[src/sv/qft_pkg.sv]
// shared types and constants for the quoted field tokenizer
package qft_pkg;

   localparam int unsigned CHAR_W      = 8;
   localparam int unsigned CSR_DATA_W  = 64;
   localparam int unsigned CSR_IDX_W   = 3;
   localparam int unsigned MAP_W       = 256;
   localparam int unsigned QUEUE_DEPTH = 4;

   // register indexes
   localparam logic [CSR_IDX_W-1:0] CSR_MAP_LOW      = 3'd0;
   localparam logic [CSR_IDX_W-1:0] CSR_MAP_MID_LOW  = 3'd1;
   localparam logic [CSR_IDX_W-1:0] CSR_MAP_MID_HIGH = 3'd2;
   localparam logic [CSR_IDX_W-1:0] CSR_MAP_HIGH     = 3'd3;
   localparam logic [CSR_IDX_W-1:0] CSR_GROUP        = 3'd4;

   localparam logic [CHAR_W-1:0] CH_NUL    = 8'h00;
   localparam logic [CHAR_W-1:0] CH_BSLASH = 8'h5C;
   localparam logic [CHAR_W-1:0] CH_SQUOTE = 8'h27;
   localparam logic [CHAR_W-1:0] CH_DQUOTE = 8'h22;

   typedef enum logic [3:0] {
      QM_NONE   = 4'b0001,
      QM_ESC    = 4'b0010,
      QM_SINGLE = 4'b0100,
      QM_DOUBLE = 4'b1000
   } quote_type;

   typedef struct packed {
      logic [MAP_W-1:0] delim_map;
      logic             group_delims;
   } csr_type;

   // classified byte as it travels from front to back
   typedef struct packed {
      logic [CHAR_W-1:0] ch;
      logic              last;
      logic              is_delim;
      logic              is_bslash;
      logic              is_squote;
      logic              is_dquote;
   } item_type;

endpackage

[src/sv/qft_channels.sv]
// stream channels of the quoted field tokenizer

interface qft_req_if;
   logic                        valid;
   logic                        ready;
   logic [qft_pkg::CHAR_W-1:0]  char_in;
   logic                        last_char;

   modport source(output valid, output char_in, output last_char, input ready);
   modport sink(input valid, input char_in, input last_char, output ready);
endinterface

interface qft_rsp_if;
   logic                        valid;
   logic                        ready;
   logic [qft_pkg::CHAR_W-1:0]  out_char;
   logic                        out_char_valid;
   logic                        field_end;
   logic                        stream_end;

   modport source(output valid, output out_char, output out_char_valid,
                  output field_end, output stream_end, input ready);
   modport sink(input valid, input out_char, input out_char_valid,
                input field_end, input stream_end, output ready);
endinterface

[src/sv/qft_csr.sv]
// configuration registers: delimiter map and grouping flag
module qft_csr (
   input  logic                                clock,
   input  logic                                reset,
   input  logic                                csr_wr_en,
   input  logic [qft_pkg::CSR_IDX_W-1:0]       csr_index,
   input  logic [qft_pkg::CSR_DATA_W-1:0]      csr_wr_data,
   output qft_pkg::csr_type                    csr
);

   logic [qft_pkg::CSR_DATA_W-1:0] map_low_ff, map_low_in;
   logic [qft_pkg::CSR_DATA_W-1:0] map_mid_low_ff, map_mid_low_in;
   logic [qft_pkg::CSR_DATA_W-1:0] map_mid_high_ff, map_mid_high_in;
   logic [qft_pkg::CSR_DATA_W-1:0] map_high_ff, map_high_in;
   logic                           group_ff, group_in;

   always_comb begin
      map_low_in      = map_low_ff;
      map_mid_low_in  = map_mid_low_ff;
      map_mid_high_in = map_mid_high_ff;
      map_high_in     = map_high_ff;
      group_in        = group_ff;
      if (csr_wr_en) begin
         case (csr_index)
            qft_pkg::CSR_MAP_LOW:      map_low_in      = csr_wr_data;
            qft_pkg::CSR_MAP_MID_LOW:  map_mid_low_in  = csr_wr_data;
            qft_pkg::CSR_MAP_MID_HIGH: map_mid_high_in = csr_wr_data;
            qft_pkg::CSR_MAP_HIGH:     map_high_in     = csr_wr_data;
            qft_pkg::CSR_GROUP:        group_in        = csr_wr_data[0];
            default: begin
               // unknown index, write dropped
            end
         endcase
      end
   end

   always_ff @(posedge clock) begin
      if (reset) begin
         map_low_ff      <= '0;
         map_mid_low_ff  <= '0;
         map_mid_high_ff <= '0;
         map_high_ff     <= '0;
         group_ff        <= 1'b0;
      end else begin
         map_low_ff      <= map_low_in;
         map_mid_low_ff  <= map_mid_low_in;
         map_mid_high_ff <= map_mid_high_in;
         map_high_ff     <= map_high_in;
         group_ff        <= group_in;
      end
   end

   assign csr.delim_map    = {map_high_ff, map_mid_high_ff, map_mid_low_ff, map_low_ff};
   assign csr.group_delims = group_ff;

endmodule

[src/sv/qft_front.sv]
// front stage: accepts bytes and classifies them against the delimiter map
module qft_front (
   input  logic               clock,
   input  logic               reset,
   qft_req_if.sink            req_ch,
   input  qft_pkg::csr_type   csr,
   input  logic               queue_full,
   output logic               push,
   output qft_pkg::item_type  push_item
);

   logic               stage_valid_ff, stage_valid_in;
   qft_pkg::item_type  stage_ff, stage_in;
   logic               accept;

   assign push         = stage_valid_ff && !queue_full;
   assign req_ch.ready = !stage_valid_ff || !queue_full;
   assign accept       = req_ch.valid && req_ch.ready;
   assign push_item    = stage_ff;

   always_comb begin
      stage_in.ch        = req_ch.char_in;
      stage_in.last      = req_ch.last_char;
      // nul always counts as a delimiter, whatever the map holds
      stage_in.is_delim  = (req_ch.char_in == qft_pkg::CH_NUL) ||
                           csr.delim_map[req_ch.char_in];
      stage_in.is_bslash = (req_ch.char_in == qft_pkg::CH_BSLASH);
      stage_in.is_squote = (req_ch.char_in == qft_pkg::CH_SQUOTE);
      stage_in.is_dquote = (req_ch.char_in == qft_pkg::CH_DQUOTE);

      if (accept) begin
         stage_valid_in = 1'b1;
      end else if (push) begin
         stage_valid_in = 1'b0;
      end else begin
         stage_valid_in = stage_valid_ff;
      end
   end

   always_ff @(posedge clock) begin
      if (reset) begin
         stage_valid_ff <= 1'b0;
      end else begin
         stage_valid_ff <= stage_valid_in;
      end
   end

   always_ff @(posedge clock) begin
      if (accept) begin
         stage_ff <= stage_in;
      end
   end

endmodule

[src/sv/qft_fifo.sv]
// short queue of classified bytes between front and back
module qft_fifo #(
   parameter int unsigned Depth = qft_pkg::QUEUE_DEPTH
) (
   input  logic               clock,
   input  logic               reset,
   input  logic               push,
   input  qft_pkg::item_type  push_item,
   input  logic               pop,
   output qft_pkg::item_type  head,
   output logic               full,
   output logic               empty
);

   localparam int unsigned PtrW = $clog2(Depth);
   localparam int unsigned CntW = $clog2(Depth + 1);

   qft_pkg::item_type mem [Depth];

   logic [PtrW-1:0] wr_ptr_ff, wr_ptr_in;
   logic [PtrW-1:0] rd_ptr_ff, rd_ptr_in;
   logic [CntW-1:0] count_ff, count_in;

   assign full  = (count_ff == CntW'(Depth));
   assign empty = (count_ff == '0);
   assign head  = mem[rd_ptr_ff];

   always_comb begin
      wr_ptr_in = wr_ptr_ff;
      rd_ptr_in = rd_ptr_ff;
      if (push) begin
         wr_ptr_in = (wr_ptr_ff == PtrW'(Depth - 1)) ? '0 : wr_ptr_ff + PtrW'(1);
      end
      if (pop) begin
         rd_ptr_in = (rd_ptr_ff == PtrW'(Depth - 1)) ? '0 : rd_ptr_ff + PtrW'(1);
      end
      count_in = count_ff + CntW'(push) - CntW'(pop);
   end

   always_ff @(posedge clock) begin
      if (reset) begin
         wr_ptr_ff <= '0;
         rd_ptr_ff <= '0;
         count_ff  <= '0;
      end else begin
         wr_ptr_ff <= wr_ptr_in;
         rd_ptr_ff <= rd_ptr_in;
         count_ff  <= count_in;
      end
   end

   always_ff @(posedge clock) begin
      if (push) begin
         mem[wr_ptr_ff] <= push_item;
      end
   end

   a_count_bound: assert property (@(posedge clock) disable iff (reset)
      count_ff <= CntW'(Depth))
      else $error("queue count above depth");

   a_no_pop_empty: assert property (@(posedge clock) disable iff (reset)
      pop |-> !empty)
      else $error("pop from empty queue");

   a_no_push_full: assert property (@(posedge clock) disable iff (reset)
      push |-> !full)
      else $error("push into full queue");

endmodule

[src/sv/qft_back.sv]
// back stage: quote/escape tracking, delimiter grouping and result register
module qft_back (
   input  logic               clock,
   input  logic               reset,
   input  qft_pkg::csr_type   csr,
   input  qft_pkg::item_type  head,
   input  logic               empty,
   output logic               pop,
   qft_rsp_if.source          rsp_ch
);

   qft_pkg::quote_type quote_ff, quote_in;
   logic               skip_ff, skip_in;
   logic               rsp_valid_ff, rsp_valid_in;

   logic [qft_pkg::CHAR_W-1:0] out_char_ff;
   logic                       out_char_valid_ff;
   logic                       field_end_ff;
   logic                       stream_end_ff;

   logic emit;
   logic fend;
   logic has_rsp;

   assign pop = !empty && (!rsp_valid_ff || rsp_ch.ready);

   always_comb begin
      qft_pkg::quote_type own;
      own      = head.is_squote ? qft_pkg::QM_SINGLE : qft_pkg::QM_DOUBLE;
      emit     = 1'b0;
      fend     = 1'b0;
      quote_in = quote_ff;
      skip_in  = skip_ff;

      if (skip_ff && head.is_delim) begin
         // swallowed inside a delimiter group
      end else begin
         skip_in = 1'b0;
         if (head.is_bslash) begin
            // repeated backslash stays in escape mode
            if (quote_ff == qft_pkg::QM_NONE) begin
               quote_in = qft_pkg::QM_ESC;
            end else begin
               emit = 1'b1;
            end
         end else if (head.is_squote || head.is_dquote) begin
            if (quote_ff == qft_pkg::QM_NONE) begin
               quote_in = own;
            end else if (quote_ff == own) begin
               quote_in = qft_pkg::QM_NONE;
            end else begin
               emit = 1'b1;
               if (quote_ff == qft_pkg::QM_ESC) begin
                  quote_in = qft_pkg::QM_NONE;
               end
            end
         end else if (quote_ff == qft_pkg::QM_NONE && head.is_delim) begin
            fend = 1'b1;
            if (csr.group_delims) begin
               skip_in = 1'b1;
            end
         end else begin
            emit = 1'b1;
            if (quote_ff == qft_pkg::QM_ESC) begin
               quote_in = qft_pkg::QM_NONE;
            end
         end
         if (head.last) begin
            fend = 1'b1;
         end
      end

      // end of line drops any open quote or escape
      if (head.last) begin
         quote_in = qft_pkg::QM_NONE;
         skip_in  = 1'b0;
      end

      has_rsp = emit || fend || head.last;

      if (pop && has_rsp) begin
         rsp_valid_in = 1'b1;
      end else if (rsp_ch.ready) begin
         rsp_valid_in = 1'b0;
      end else begin
         rsp_valid_in = rsp_valid_ff;
      end
   end

   always_ff @(posedge clock) begin
      if (reset) begin
         quote_ff     <= qft_pkg::QM_NONE;
         skip_ff      <= 1'b0;
         rsp_valid_ff <= 1'b0;
      end else begin
         if (pop) begin
            quote_ff <= quote_in;
            skip_ff  <= skip_in;
         end
         rsp_valid_ff <= rsp_valid_in;
      end
   end

   always_ff @(posedge clock) begin
      if (pop && has_rsp) begin
         out_char_ff       <= emit ? head.ch : '0;
         out_char_valid_ff <= emit;
         field_end_ff      <= fend;
         stream_end_ff     <= head.last;
      end
   end

   assign rsp_ch.valid          = rsp_valid_ff;
   assign rsp_ch.out_char       = out_char_ff;
   assign rsp_ch.out_char_valid = out_char_valid_ff;
   assign rsp_ch.field_end      = field_end_ff;
   assign rsp_ch.stream_end     = stream_end_ff;

   a_line_end_clears: assert property (@(posedge clock) disable iff (reset)
      (pop && head.last) |=> (quote_ff == qft_pkg::QM_NONE) && !skip_ff)
      else $error("mode not cleared after line end");

   a_last_gives_rsp: assert property (@(posedge clock) disable iff (reset)
      (pop && head.last) |=> rsp_valid_ff && stream_end_ff)
      else $error("final byte produced no result");

endmodule

[src/sv/quoted_field_tokenizer_unit.sv]
// top level of the quoted field tokenizer
//
// Splits a byte stream into fields, one byte per beat, with a sustained rate
// of one byte per clock cycle when neither side stalls; results for
// consecutive bytes follow each other on back-to-back cycles. From its input
// beat to its result beat a byte passes the classify register (the 256-entry
// delimiter map lookup), the queue and the output register, where the
// quote/escape mode update sits. The queue of QueueDepth entries (at least 2)
// lets input and output stall independently. Bytes that produce nothing
// (quote and escape characters, swallowed delimiters) give no result beat.
// Configuration writes are taken at any time and must only be issued while
// the unit is idle.
module quoted_field_tokenizer_unit #(
   parameter int unsigned QueueDepth = qft_pkg::QUEUE_DEPTH
) (
   input  logic                            clock,
   input  logic                            reset,
   qft_req_if.sink                         req_ch,
   qft_rsp_if.source                       rsp_ch,
   input  logic                            csr_wr_en,
   input  logic [qft_pkg::CSR_IDX_W-1:0]   csr_index,
   input  logic [qft_pkg::CSR_DATA_W-1:0]  csr_wr_data
);

   qft_pkg::csr_type  csr;
   qft_pkg::item_type push_item;
   qft_pkg::item_type head;
   logic              push;
   logic              pop;
   logic              full;
   logic              empty;

   qft_csr u_csr (
      .clock       (clock),
      .reset       (reset),
      .csr_wr_en   (csr_wr_en),
      .csr_index   (csr_index),
      .csr_wr_data (csr_wr_data),
      .csr         (csr)
   );

   qft_front u_front (
      .clock      (clock),
      .reset      (reset),
      .req_ch     (req_ch),
      .csr        (csr),
      .queue_full (full),
      .push       (push),
      .push_item  (push_item)
   );

   qft_fifo #(
      .Depth (QueueDepth)
   ) u_fifo (
      .clock     (clock),
      .reset     (reset),
      .push      (push),
      .push_item (push_item),
      .pop       (pop),
      .head      (head),
      .full      (full),
      .empty     (empty)
   );

   qft_back u_back (
      .clock  (clock),
      .reset  (reset),
      .csr    (csr),
      .head   (head),
      .empty  (empty),
      .pop    (pop),
      .rsp_ch (rsp_ch)
   );

endmodule

[src/flat_wrapper.sv]
// flat-port wrapper written by rule: the top's interface ports become plain ports
module quoted_field_tokenizer_unit_flat 
#(
   parameter int unsigned QueueDepth = qft_pkg::QUEUE_DEPTH
)
  (clock, reset, csr_wr_en, csr_index, csr_wr_data, req_ch_valid, req_ch_char_in, req_ch_last_char, req_ch_ready, rsp_ch_valid, rsp_ch_out_char, rsp_ch_out_char_valid, rsp_ch_field_end, rsp_ch_stream_end, rsp_ch_ready);
  qft_req_if req_ch_i ();
  qft_rsp_if rsp_ch_i ();
  input  logic clock;
  input  logic reset;
  input  logic csr_wr_en;
  input  logic [qft_pkg::CSR_IDX_W-1:0] csr_index;
  input  logic [qft_pkg::CSR_DATA_W-1:0] csr_wr_data;
  input wire logic [$bits(req_ch_i.valid)-1:0] req_ch_valid;
  input wire logic [$bits(req_ch_i.char_in)-1:0] req_ch_char_in;
  input wire logic [$bits(req_ch_i.last_char)-1:0] req_ch_last_char;
  output wire logic [$bits(req_ch_i.ready)-1:0] req_ch_ready;
  output wire logic [$bits(rsp_ch_i.valid)-1:0] rsp_ch_valid;
  output wire logic [$bits(rsp_ch_i.out_char)-1:0] rsp_ch_out_char;
  output wire logic [$bits(rsp_ch_i.out_char_valid)-1:0] rsp_ch_out_char_valid;
  output wire logic [$bits(rsp_ch_i.field_end)-1:0] rsp_ch_field_end;
  output wire logic [$bits(rsp_ch_i.stream_end)-1:0] rsp_ch_stream_end;
  input wire logic [$bits(rsp_ch_i.ready)-1:0] rsp_ch_ready;
  assign req_ch_i.valid = req_ch_valid;
  assign req_ch_i.char_in = req_ch_char_in;
  assign req_ch_i.last_char = req_ch_last_char;
  assign req_ch_ready = req_ch_i.ready;
  assign rsp_ch_valid = rsp_ch_i.valid;
  assign rsp_ch_out_char = rsp_ch_i.out_char;
  assign rsp_ch_out_char_valid = rsp_ch_i.out_char_valid;
  assign rsp_ch_field_end = rsp_ch_i.field_end;
  assign rsp_ch_stream_end = rsp_ch_i.stream_end;
  assign rsp_ch_i.ready = rsp_ch_ready;
  quoted_field_tokenizer_unit #(.QueueDepth(QueueDepth)) u_core (.clock(clock), .reset(reset), .req_ch(req_ch_i), .rsp_ch(rsp_ch_i), .csr_wr_en(csr_wr_en), .csr_index(csr_index), .csr_wr_data(csr_wr_data));
endmodule
[config.mk]
export PLATFORM = sky130hd
export DESIGN_NAME = quoted_field_tokenizer_unit_flat
export DESIGN_NICKNAME = d
export VERILOG_FILES = /design/src/sv/qft_pkg.sv /design/src/sv/qft_channels.sv /design/src/sv/qft_csr.sv /design/src/sv/qft_front.sv /design/src/sv/qft_fifo.sv /design/src/sv/qft_back.sv /design/src/sv/quoted_field_tokenizer_unit.sv /design/src/flat_wrapper.sv
export SDC_FILE = /design/constraint.sdc
export NUM_CORES = 1
export LEC_CHECK = 0
export ABC_AREA = 1
export BUFFER_PORTS_ARGS = -buffer_cell sky130_fd_sc_hd__buf_2
export CAP_MARGIN = 20
export CORE_MARGIN = 2
export CORE_UTILIZATION = 50
export DETAILED_ROUTE_END_ITERATION = 10
export MAX_ROUTING_LAYER = met4
export PLACE_DENSITY_LB_ADDON = 0.05
export SLEW_MARGIN = 20
export SYNTH_ARGS = -nofsm -noshare
export SYNTH_HDL_FRONTEND = slang
export SYNTH_HIERARCHICAL = 1
export SYNTH_SLANG_ARGS = --single-unit
[constraint.sdc]
create_clock -name clock -period 5.9 [get_ports clock]
set_input_delay 0.59 -clock clock [delete_from_list [all_inputs] [get_ports clock]]
set_output_delay 0.59 -clock clock [all_outputs]
set_load 0.005 [all_outputs]
# Yosys cells after proc, flatten, opt, wreduce, memory -nomap -nowiden
# Memory sizes are Yosys's and may differ from the RTL's. A register that Yosys moved wholly into a read port is not among the register bits.
# Index checks and enable logic that the tools add are counted.
[word_totals]
ff_bits = 295
ramBits = 52
in_bits = 81
out_inout_bits = 13
elab_cells = 112
mem_count = 1
[memory_table]
columns = ["memory", "words", "word_bits", "rd", "rd_ports_with_merged_regs", "wr", "line_no", "text"]
rows = [
  ["u_core.u_fifo.mem", 4, 13, 1, 1, 1, "qft_fifo.sv:18", "qft_pkg::item_type mem [Depth];"],
]
[op_classes]
addsub = 4
n_lt_le_gt_ge = 1
eq_ne = 16
mux = 40
n_reduce_logical = 28
[op_table]
columns = ["op", "n"]
rows = [
  ["$mux 4", 10],
  ["$mux 1", 25],
  ["$eq 8x6->1 const B", 2],
  ["$reduce_and 2->1", 6],
  ["$lt 8x9->1 const B", 1],
  ["$bmux 1 s8", 1],
  ["$eq 8x7->1 const B", 1],
  ["$logic_not 8->1", 1],
  ["$mux 2", 4],
  ["$eq 3x2->1 const B", 2],
  ["$eq 3x3->1 const B", 2],
  ["$logic_and 1x1->1", 6],
  ["$logic_not 3->1", 2],
  ["$logic_or 1x1->1", 6],
  ["$add 2x1->2 const B", 2],
  ["$eq 2x2->1 const B", 2],
  ["$eq 4x1->1 const B", 1],
  ["$eq 4x2->1 const B", 1],
  ["$eq 4x4->1", 1],
  ["$logic_not 1->1", 4],
  ["$ne 4x3->1 const B", 1],
  ["$reduce_and 4->1", 1],
  ["$reduce_bool 2->1", 2],
  ["$add 3x1->3", 1],
  ["other kinds (4)", 4],
]

# Longest topological paths before layout
# Gate-level depths: netlist of run 1.
[depth]
word_depth = 11
depth_mapped = 19

# Modules after synthesis
# The synthesis of run 1 kept the hierarchy.
[by_module_without_submodules]
columns = ["mod", "n_inst", "cells_per_inst", "area_each_um2", "seq_area_each_um2"]
rows = [
  ["qft_csr", 1, 1476, 10332.4, 5144.9],
  ["qft_front", 1, 713, 3392.0, 410.4],
  ["qft_fifo", 1, 211, 2598.7, 1741.7],
  ["qft_back", 1, 110, 879.6, 450.4],
]

# Worst setup path before layout of run 1
# Ideal clock, no wire load.
[synth_timing]
kind = "register to register"
startpoint = "register (tool-made name)"
endpoint = "register u_core.u_back.field_end_ff, in the netlist u_core/u_back/rsp_ch.field_end, enable pin"
setup_ns = 0.339
t_arrival_ns = 1.625
required_ns = 5.561
slack_ns = 3.936
path_stages_with_launch = 14
n_path_buf = 2
path_cell_list = "dfxtp_1 -> buf_6 -> buf_6 -> o211ai_1 -> nand2_1 -> inv_2 -> nand2_1 -> nor2_1 -> nand3_1 -> nand2_1 -> inv_1 -> nand2_1 -> nand2_1 -> inv_1"
[synth_rtl]
columns = ["item", "line_no", "text"]
rows = [
  ["to (signal assigned)", "qft_back.sv:108", "field_end_ff <= fend;"],
  ["to (decl)", "qft_back.sv:18", "logic field_end_ff;"],
]

==> results_dict.tcl, run 1 <==
set metrics [dict create \
    synth_top_family_by_area "simple AND/OR/NAND/NOR gates" \
    criticalPathCategory "flip-flop to flip-flop" \
    gp_congestion 0.9003 \
    first_iter_violations 1096 \
    crit_top_cell "nand2_1" \
    synth-seq-cells 349 \
    rr_worst_depth 10 \
    clk_path_buf_depth 3 \
    synth_edf_count 76 \
    netSwitchingFraction 0.2962 \
    rsz0062_at_grt "no" \
    cts_root_buf "clkbuf_16" \
    core-area_um2 33700 \
    drive_above_1_share 0.08610 \
    switching_power_mw 1.896 \
    cts.sinks 349 \
    setup_viol 0 \
    peakVddDrop_mv 0.2785 \
    place_hpwl_um 28780 \
    clock_power_share 0.382 \
    p_int_mw 4.507 \
    fillers 3416 \
    cp.required_ns 6.05 \
    netlist_instances 2510 \
    fp.dieH_um 189.5 \
    clkLatencyLatePin_ns 0.52 \
    drt-vias-per-instance 5.211 \
    num_vias 15530 \
    grt_use_total 0.2746 \
    final_cell_mix "nor2_1 (639), nand2_1 (639), nand3_1 (319)" \
    synth_cell_types 44 \
    finalHoldViolCount 0 \
    postCtsSetupBuffers 0 \
    drv_slew 0 \
    routed_wl_um 47950 \
    path_buf_inv 2 \
    antenna_cells 0 \
    io_pins 94 \
    cts_tree "done" \
    synthMuxAreaShare 0 \
    seqPwrFrac 0.434 \
    grt_max_degree 182 \
    rows 67 \
    numCtsBuffers 39 \
    fin_worst_skew_ns 0.01260 \
    synth-simple-area-share 0.3912 \
    dr.pass1.iters 5 \
    crit_fanout 52 \
    drt-wirelength-per-cell_um 16.09 \
    ctsHoldBuffers 0 \
    placed_area_um2 17420 \
    ant_nets 0 \
    fin_nets 2593 \
    power_density_nw_per_um2 342.3 \
    slew_headroom 0.2991 \
    status "completed" \
    finalCritPeriodShare 0.4850 \
    crit_chain "nand2_1 > o211ai_1 > nand2_1 > inv_1 > nand3_1 > o21ai_0 > nand2_1 > nand2_1 > nand2_1 > inv_1" \
    holdPathEnd "u_core/u_front/push_item[4]" \
    ys.flop_type "dfxtp_1" \
    slowest_stage "dfxtp_2" \
    overflow 0 \
    syn_to_final_growth_pct 8.735 \
    multi_input_area_um2 7634 \
    path_clk_slew_ns 0.06 \
    start_util 0.5105 \
    cp-end-kind "flip-flop" \
    post-route-min-period_ns 2.861 \
    p_comb_frac 0.184 \
    avgSynthCellArea_um2 6.854 \
    cts.repair.resized 0 \
    antenna_found_initial 0 \
    fin_tns_setup_ns 0 \
    min_path_type "input port to flip-flop" \
    r2r-end "u_core/u_back/rsp_ch.out_char[3]" \
    synthXorXnorAreaFrac 0.0005091 \
    tightest_slew_ns 1.051 \
    synth_compound_area_frac 0.04488 \
    die_area_um2 35900 \
    maxCapViolCount 0 \
    yosysWarnings 6 \
    fmax_ghz 0.3495 \
    dp_cells 2911 \
    die_w_um 189.5 \
    syn-num-nets 2599 \
    hp-start "req_ch_last_char" \
    holdPathStages 1 \
    htreeDepth 2 \
    ys_seq_area_frac 0.4504 \
    worst_slack_ns 3.039 \
    arrival_ns 3.02 \
    cp-start-kind "flip-flop" \
    drc 0 \
    ff_latch_area_um2 7749 \
    slowest_delay_ns 1.02 \
    worst-r2r-setup-slack_ns 3.04 \
    synthArstFlopShare 0 \
    grt_pass1_wl_um 77300 \
    stdcell_count 2980 \
    grt_pass1_vias 14650 \
    critPathTopFamily "flip-flops" \
    synth_fa_ha_area_frac 0.006255 \
    design_area_um2 18710 \
    dp_slack_ns 2.624 \
    leakagePower_nw 8.303 \
    syn_area_um2 17200 \
    port_buffers 93 \
]
[cells in the mapped netlist (2+ instances only)]
library cell | n | area (µm²)
nor2_4 | 6 | 67.56
nand2_2 | 5 | 31.28
o211ai_2 | 2 | 25.02
nor2_2 | 3 | 18.77
nand3_2 | 2 | 20.02
clkbuf_1 | 10 | 37.54
inv_1 | 211 | 792.0
nand4_1 | 6 | 37.54
nand3_1 | 319 | 1597
o21ai_1 | 24 | 120.1
or2_0 | 5 | 31.28
or2_1 | 3 | 18.77
buf_4 | 15 | 112.6
buf_6 | 30 | 337.8
o211ai_1 | 20 | 150.1
ha_1 | 7 | 87.58
nand2_1 | 639 | 2399
o21ai_0 | 21 | 105.1
edfxtp_1 | 76 | 2282
inv_2 | 10 | 37.54
nor3_1 | 5 | 25.02
nand3b_1 | 3 | 22.52
nor2_1 | 641 | 2406
buf_1 | 24 | 90.09
buf_2 | 76 | 380.4
clkbuf_4 | 2 | 15.01
a22oi_1 | 3 | 22.52
dfxtp_1 | 273 | 5465
a21oi_2 | 11 | 96.34
a21oi_1 | 43 | 215.2
clkinv_1 | 2 | 7.510
[stage by stage]
stage,power [mW],hold WS (ns),utilization
final,6.404,0.2583,0.5551
after global routing,6.733,0.2519,0.5551
after CTS,6.447,0.2466,0.5551
after detailed placement,4.016,0.4619,0.5169
after global placement,3.994,0.4576,0.5169
after floorplan,3.734,0.4379,-
[worst max path at each step]
stage / start / end / cells past startpoint
6_report: flip-flop / u_core/u_back/rsp_ch.out_char[3] / 10
5_1_grt: flip-flop / u_core/u_back/rsp_ch.out_char[3] / 10
4_1_cts: flip-flop / u_core/u_back/rsp_ch.out_char[0] / 10
3_5_place_dp: req_ch_char_in[0] / u_core/u_front/push_item[3] / 16
3_3_place_gp: req_ch_char_in[0] / u_core/u_front/push_item[3] / 16
2_1_floorplan: flip-flop / u_core/u_back/rsp_ch.field_end / 13
[flip-flops by register name, indices dropped and copies added (netlist names), named ones only]
name                                 count
u_core/u_csr/map_high_ff                64
u_core/u_csr/map_low_ff                 64
u_core/u_csr/map_mid_high_ff            64
u_core/u_csr/map_mid_low_ff             64
u_core/u_fifo/mem                       52
u_core/u_front/push_item                13
u_core/u_back/rsp_ch.out_char            8
u_core/u_back/quote_ff                   4
u_core/u_fifo/count_ff                   3
u_core/u_fifo/rd_ptr_ff                  2
u_core/u_fifo/wr_ptr_ff                  2
u_core/u_back/rsp_ch.field_end           1
u_core/u_back/rsp_ch.out_char_valid      1
u_core/u_back/rsp_ch.stream_end          1
u_core/u_back/rsp_ch.valid               1
u_core/u_back/skip_ff                    1
u_core/u_csr/group_ff                    1
u_core/u_front/stage_valid_ff            1
[layer usage]
metal | GRT usage | share of wire | wire length, µm | vias to the layer above
li1 | - | - | - | 7791
met1 | 0.3491 | 0.44 | 21120 | 7169
met2 | 0.4548 | 0.47 | 22550 | 469
met3 | 0.03633 | 0.061 | 2928 | 100
met4 | 0.08766 | 0.028 | 1345 | 0
met5 | - | 0 | 0 | -
[cells by family (layout without fill, tap and decap cells)]
family                     Yosys count  after routing
buffers and inverters              382            404
xor gates and xnor gates             1              1
adders and majority gates            8              8
AOI/OAI and AO/OA                  128            128
and+or+nand+nor                   1642           1642
DFF                                349            349
[power groups by stage]
stage          combinational [mW]  clock (mW)  sequential (mW)
3_5_place_dp                 1.18           0             2.83
5_1_grt                      1.34        2.58             2.81
6_report                     1.18        2.45             2.78
4_1_cts                      1.19        2.48             2.78
2_1_floorplan               0.964           0             2.77
3_3_place_gp                 1.16           0             2.83
[area by class of cell]
class	instances	area share
tap	448	0.02997
clock buffer	60	0.06348
timing repair buffer	111	0.03358
sequential	349	0.4142
multi-input combinational	1779	0.4081
inverter	224	0.04535
clock inverter	9	0.005284
(Power assumes the default switching activity.)
==> run 2: changes to the inputs <==
Clock period 5.9 ns to 2.35 ns, I/O delays scaled along.
==> run 2 against run 1 <==
Effect of this change:
- cell count grew 1.5%
- non-clock buffer count grew 41
- utilization grew 1.7 points
- critical path type unchanged
- clock skew grew 0.0010 ns
- largest power group unchanged
- clock power grew 150%
- register-to-register slack lost 2.8 ns
- via count grew 0.73%
- worst hold slack lost 0.23 ns
==> results_dict.tcl, run 2 (synthesis gave the netlist of run 1 again) <==
set metrics [dict create \
    status "completed" \
    clk_path_buf_depth 3 \
    design_area_um2 19280 \
    leakagePower_nw 8.589 \
    numCtsBuffers 40 \
    io_pins 94 \
    arrival_ns 2.33 \
    rr_worst_depth 11 \
    finalHoldViolCount 0 \
    drc 0 \
    ant_nets 0 \
    cts_root_buf "clkbuf_16" \
    tightest_slew_ns 0.6775 \
    cp-end-kind "flip-flop" \
    setup_viol 0 \
    grt_use_total 0.2780 \
    htreeDepth 2 \
    post-route-min-period_ns 2.109 \
    rows 67 \
    place_hpwl_um 30010 \
    fmax_ghz 0.4741 \
    routed_wl_um 48290 \
    fin_tns_setup_ns 0 \
    drt-vias-per-instance 5.173 \
    fp.dieH_um 189.5 \
    r2r-end "u_core/u_back/rsp_ch.out_char[0]" \
    start_util 0.5105 \
    fin_nets 2635 \
    final_cell_mix "nor2_1 (639), nand2_1 (639), nand3_1 (319)" \
    syn_to_final_growth_pct 12.07 \
    holdPathStages 1 \
    die_area_um2 35900 \
    slew_headroom 0.5478 \
    overflow 0 \
    grt_pass1_wl_um 78200 \
    dr.pass1.iters 5 \
    power_density_nw_per_um2 838.8 \
    placed_area_um2 17960 \
    cts.sinks 349 \
    fin_worst_skew_ns 0.01364 \
    holdPathEnd "u_core/u_front/push_item[6]" \
    final_core_util 0.5721 \
    cts_tree "done" \
    postCtsSetupBuffers 0 \
    gp_congestion 0.8963 \
    rsz0062_at_grt "no" \
    hp-start "req_ch_char_in[1]" \
    antenna_found_initial 0 \
    cp-start-kind "flip-flop" \
    maxCapViolCount 0 \
    drv_slew 0 \
    grt_pass1_vias 14760 \
    grt_max_degree 104 \
    cp.required_ns 2.57 \
    finalPower_mw 16.17 \
    finalCritPeriodShare 0.8976 \
    drt-wirelength-per-cell_um 15.97 \
    crit_fanout 21 \
    clkLatencyLatePin_ns 0.53 \
    criticalPathCategory "flip-flop to flip-flop" \
    path_clk_slew_ns 0.06 \
    num_vias 15640 \
    die_w_um 189.5 \
    drive_above_1_share 0.09938 \
    peakVddDrop_mv 0.6402 \
    first_iter_violations 1300 \
    core-area_um2 33700 \
    port_buffers 93 \
    worst-r2r-setup-slack_ns 0.24 \
    min_path_type "input port to flip-flop" \
    antenna_cells 0 \
]
## run 2: changes by cell type in the layout (fill, tap and decap cells not counted)
| cell | delta |
|---|---|
| buf_12 | +21 |
| buf_4 | +16 |
| bufinv_16 | -1 |
| clkinv_1 | +3 |
| clkinv_2 | +1 |
| clkinvlp_4 | -2 |
| dfxtp_1 | -1 |
| dfxtp_4 | +1 |
| dlygate4sd3_1 | +4 |
| inv_6 | +2 |
## run 2: worst max-delay path, stage by stage, from the launching register on
cell and delay, ns:
dfxtp_4 0.48, nand2_1 0.08, o211ai_1 0.08, nand2_1 0.10
inv_1 0.14, nand3_1 0.11, o21ai_0 0.29, nand2_1 0.11
nand2_1 0.09, nand2_1 0.07, inv_1 0.05, buf_4 0.19
## run 2: worst max-delay path by stage
stage                                             endpoint  depth (start not counted)
final                     u_core/u_back/rsp_ch.out_char[0]                         11
after global routing      u_core/u_back/rsp_ch.out_char[0]                         11
after CTS                 u_core/u_back/rsp_ch.out_char[0]                         11
after detailed placement  u_core/u_back/rsp_ch.out_char[3]                         11
after global placement         u_core/u_front/push_item[3]                         14
after floorplan             u_core/u_back/rsp_ch.field_end                         13
## run 2: repair_timing
item	in CTS	in global routing
resized for setup	0	2
hold buffers	4	0
endpoints found under the hold margin	4	0
setup endpoints to repair	0	11
## run 2: power by group
part           switching, mW  leakage [nW]  internal [mW]
clock                   2.45         0.631           3.59
sequential             0.275          2.93           6.66
combinational           2.09          5.03           1.10
total                   4.81          8.59           11.4
## run 2: metal layers
layer | track usage | wire length (µm)
met5 | - | 0
met4 | 0.08676 | 1396
met3 | 0.03577 | 2711
met2 | 0.4646 | 22910
met1 | 0.3514 | 21280
## run 2: cell type report
| class | count | area [µm²] |
|---|---|---|
| Multi-Input combinational cell | 1779 | 7634 |
| Tap cell | 448 | 560.5 |
| Clock inverter | 12 | 87.58 |
| Clock buffer | 60 | 1187 |
| Sequential cell | 349 | 7752 |
| Fill cell | 3362 | 14420 |
| Timing Repair Buffer | 152 | 1209 |
| Inverter | 224 | 848.3 |
## run 2: stage by stage
step | setup slack, ns | hold slack, ns | cells
6_report | 0.2406 | 0.03000 | 3024
5_1_grt | 0.01902 | 0.02344 | 3024
4_1_cts | 0.1618 | 0.003947 | 3024
3_5_place_dp | 0.1709 | 0.4188 | 2948
3_3_place_gp | 0.2567 | 0.4234 | 2948
2_1_floorplan | 0.3856 | 0.3041 | 2510
==> run 3: changes to the inputs <==
Settings changed: CORE_UTILIZATION 50 to 55.
Clock period 2.35 ns to 2 ns, I/O delays scaled along.
==> run 3 against run 2 <==
Effect of this change:
- critical path type unchanged
- critical path depth increased by 1
- via count increased by 1.3%
- cell count decreased by 0.96%
- die area decreased by 8.9%
- global-route usage increased by 2.1 points
- first-iteration DRC count decreased by 1.1%
- non-clock buffer count increased by 23
- clock power increased by 18%
- clock-buffer cell count decreased by 3
- fmax increased by 7.8%
- setup slack got worse by 0.20 ns
==> results_dict.tcl, run 3 (synthesis gave the netlist of run 1 again) <==
set metrics [dict create \
    status "completed" \
    dp_slack_ns 0.01113 \
    antenna_found_initial 2 \
    port_buffers 93 \
    crit_chain "buf_6 > buf_4 > o211ai_1 > nand2_2 > nand2_2 > inv_2 > nand2_1 > nand2_2 > inv_4 > nand2_2 > inv_4 > clkbuf_16" \
    slew_headroom 0.5883 \
    gp_congestion 0.9496 \
    cts_root_buf "clkbuf_16" \
    grt_use_total 0.2989 \
    clk_path_buf_depth 3 \
    fin_worst_skew_ns 0.01129 \
    syn_to_final_growth_pct 13.06 \
    die_area_um2 32710 \
    fin_nets 2657 \
    die_w_um 180.9 \
    power_density_nw_per_um2 1008 \
    crit_top_cell "nand2_2" \
    slowest_stage "dfxtp_4" \
    tightest_slew_ns 0.6170 \
    path_buf_inv 6 \
    post-route-min-period_ns 1.956 \
    multi_input_area_um2 7655 \
    routed_wl_um 47970 \
    final_core_util 0.6341 \
    ff_latch_area_um2 7752 \
    crit_fanout 9 \
    ant_nets 0 \
    htreeDepth 2 \
    maxCapViolCount 0 \
    fp.dieH_um 180.9 \
    finalCritPeriodShare 0.9780 \
    drc 0 \
    drive_above_1_share 0.1117 \
    grt_pass1_wl_um 77330 \
    cts_tree "done" \
    start_util 0.5609 \
    drt-wirelength-per-cell_um 16.02 \
    cp.required_ns 2.24 \
    fmax_ghz 0.5112 \
    finalPower_mw 19.60 \
    path_clk_slew_ns 0.06 \
    overflow 0 \
    cts.sinks 349 \
    num_vias 15840 \
    cp-start-kind "flip-flop" \
    cp-end-kind "flip-flop" \
    arrival_ns 2.19 \
    drt-vias-per-instance 5.290 \
    peakVddDrop_mv 0.6954 \
    first_iter_violations 1286 \
    grt_max_degree 113 \
    final_common_cell "nor2_1" \
    final_cell_mix "nor2_1 (638), nand2_1 (635), nand3_1 (319)" \
    rows 64 \
    dr.pass1.iters 5 \
    slowest_delay_ns 0.37 \
    critPathTopFamily "buffers and inverters" \
    drv_slew 0 \
    setup_viol 0 \
    finalHoldViolCount 0 \
    worst_slack_ns 0.04394 \
    io_pins 94 \
    place_hpwl_um 29600 \
    grt_pass1_vias 14920 \
    fillers 2920 \
    worst_hold_slack_ns 0.03987 \
    criticalPathCategory "flip-flop to flip-flop" \
    core-area_um2 30670 \
    numCtsBuffers 39 \
    min_path_type "input port to flip-flop" \
    clkLatencyLatePin_ns 0.52 \
    leakagePower_nw 8.711 \
]
[run 3: per-stage QoR]
stage / cells / setup TNS, ns / instance area (µm²)
3_5_place_dp: 2911 / 0 / 18010
5_1_grt: 2995 / -0.03890 / 19450
3_3_place_gp: 2911 / -0.02195 / 18010
6_report: 2995 / 0 / 19450
2_1_floorplan: 2510 / 0 / 17200
4_1_cts: 2986 / 0 / 19340
[run 3: report_power, final]
group | internal (mW) | switching [mW]
clock network | 4.30 | 2.83
logic | 1.71 | 2.67
registers | 7.83 | 0.274
total | 13.8 | 5.77
[run 3: cell type report]
class,instances,area share
Tap cell,396,0.02548
Multi-Input combinational cell,1779,0.3936
Timing Repair Buffer,175,0.07225
Sequential cell,349,0.3986
Clock buffer,57,0.05996
Clock inverter,13,0.006112
Inverter,224,0.04375
Antenna cell,2,0.0002573
[run 3: repair_timing]
item,4_1_cts,5_1_grt
resized for setup,0,16
hold endpoints to repair,5,0
endpoints found under the setup margin,0,26
setup buffers,0,6
hold buffers,5,0
[run 3: final timing paths]
kind / from / to / slack (ns) / cells after the start
setup / recovery: flip-flop / u_core/u_back/rsp_ch.out_char_valid / 0.04 / 12
hold / removal: csr_wr_data[6] / u_core/u_csr/map_mid_low_ff[6] / 0.04 / 5
setup reg to reg: flip-flop / u_core/u_back/rsp_ch.out_char_valid / 0.04 / 12
hold reg to reg: u_core/u_csr/map_mid_low_ff[36] / u_core/u_csr/map_mid_low_ff[36] / 0.47 / 2
[run 3: worst min-delay path, delay by kind of cell]
family                 cells  cell delay [ns]
buffers and inverters      2             0.14
AND/OR/NAND/NOR            3             0.18
[run 3: routing by layer]
metal  track usage  vias up  share of wire
met1        0.3648     7237           0.41
met5             -        -              0
met2        0.5063      565           0.48
met4       0.09839        0          0.028
met3       0.04656      110          0.072
li1              -     7932              -
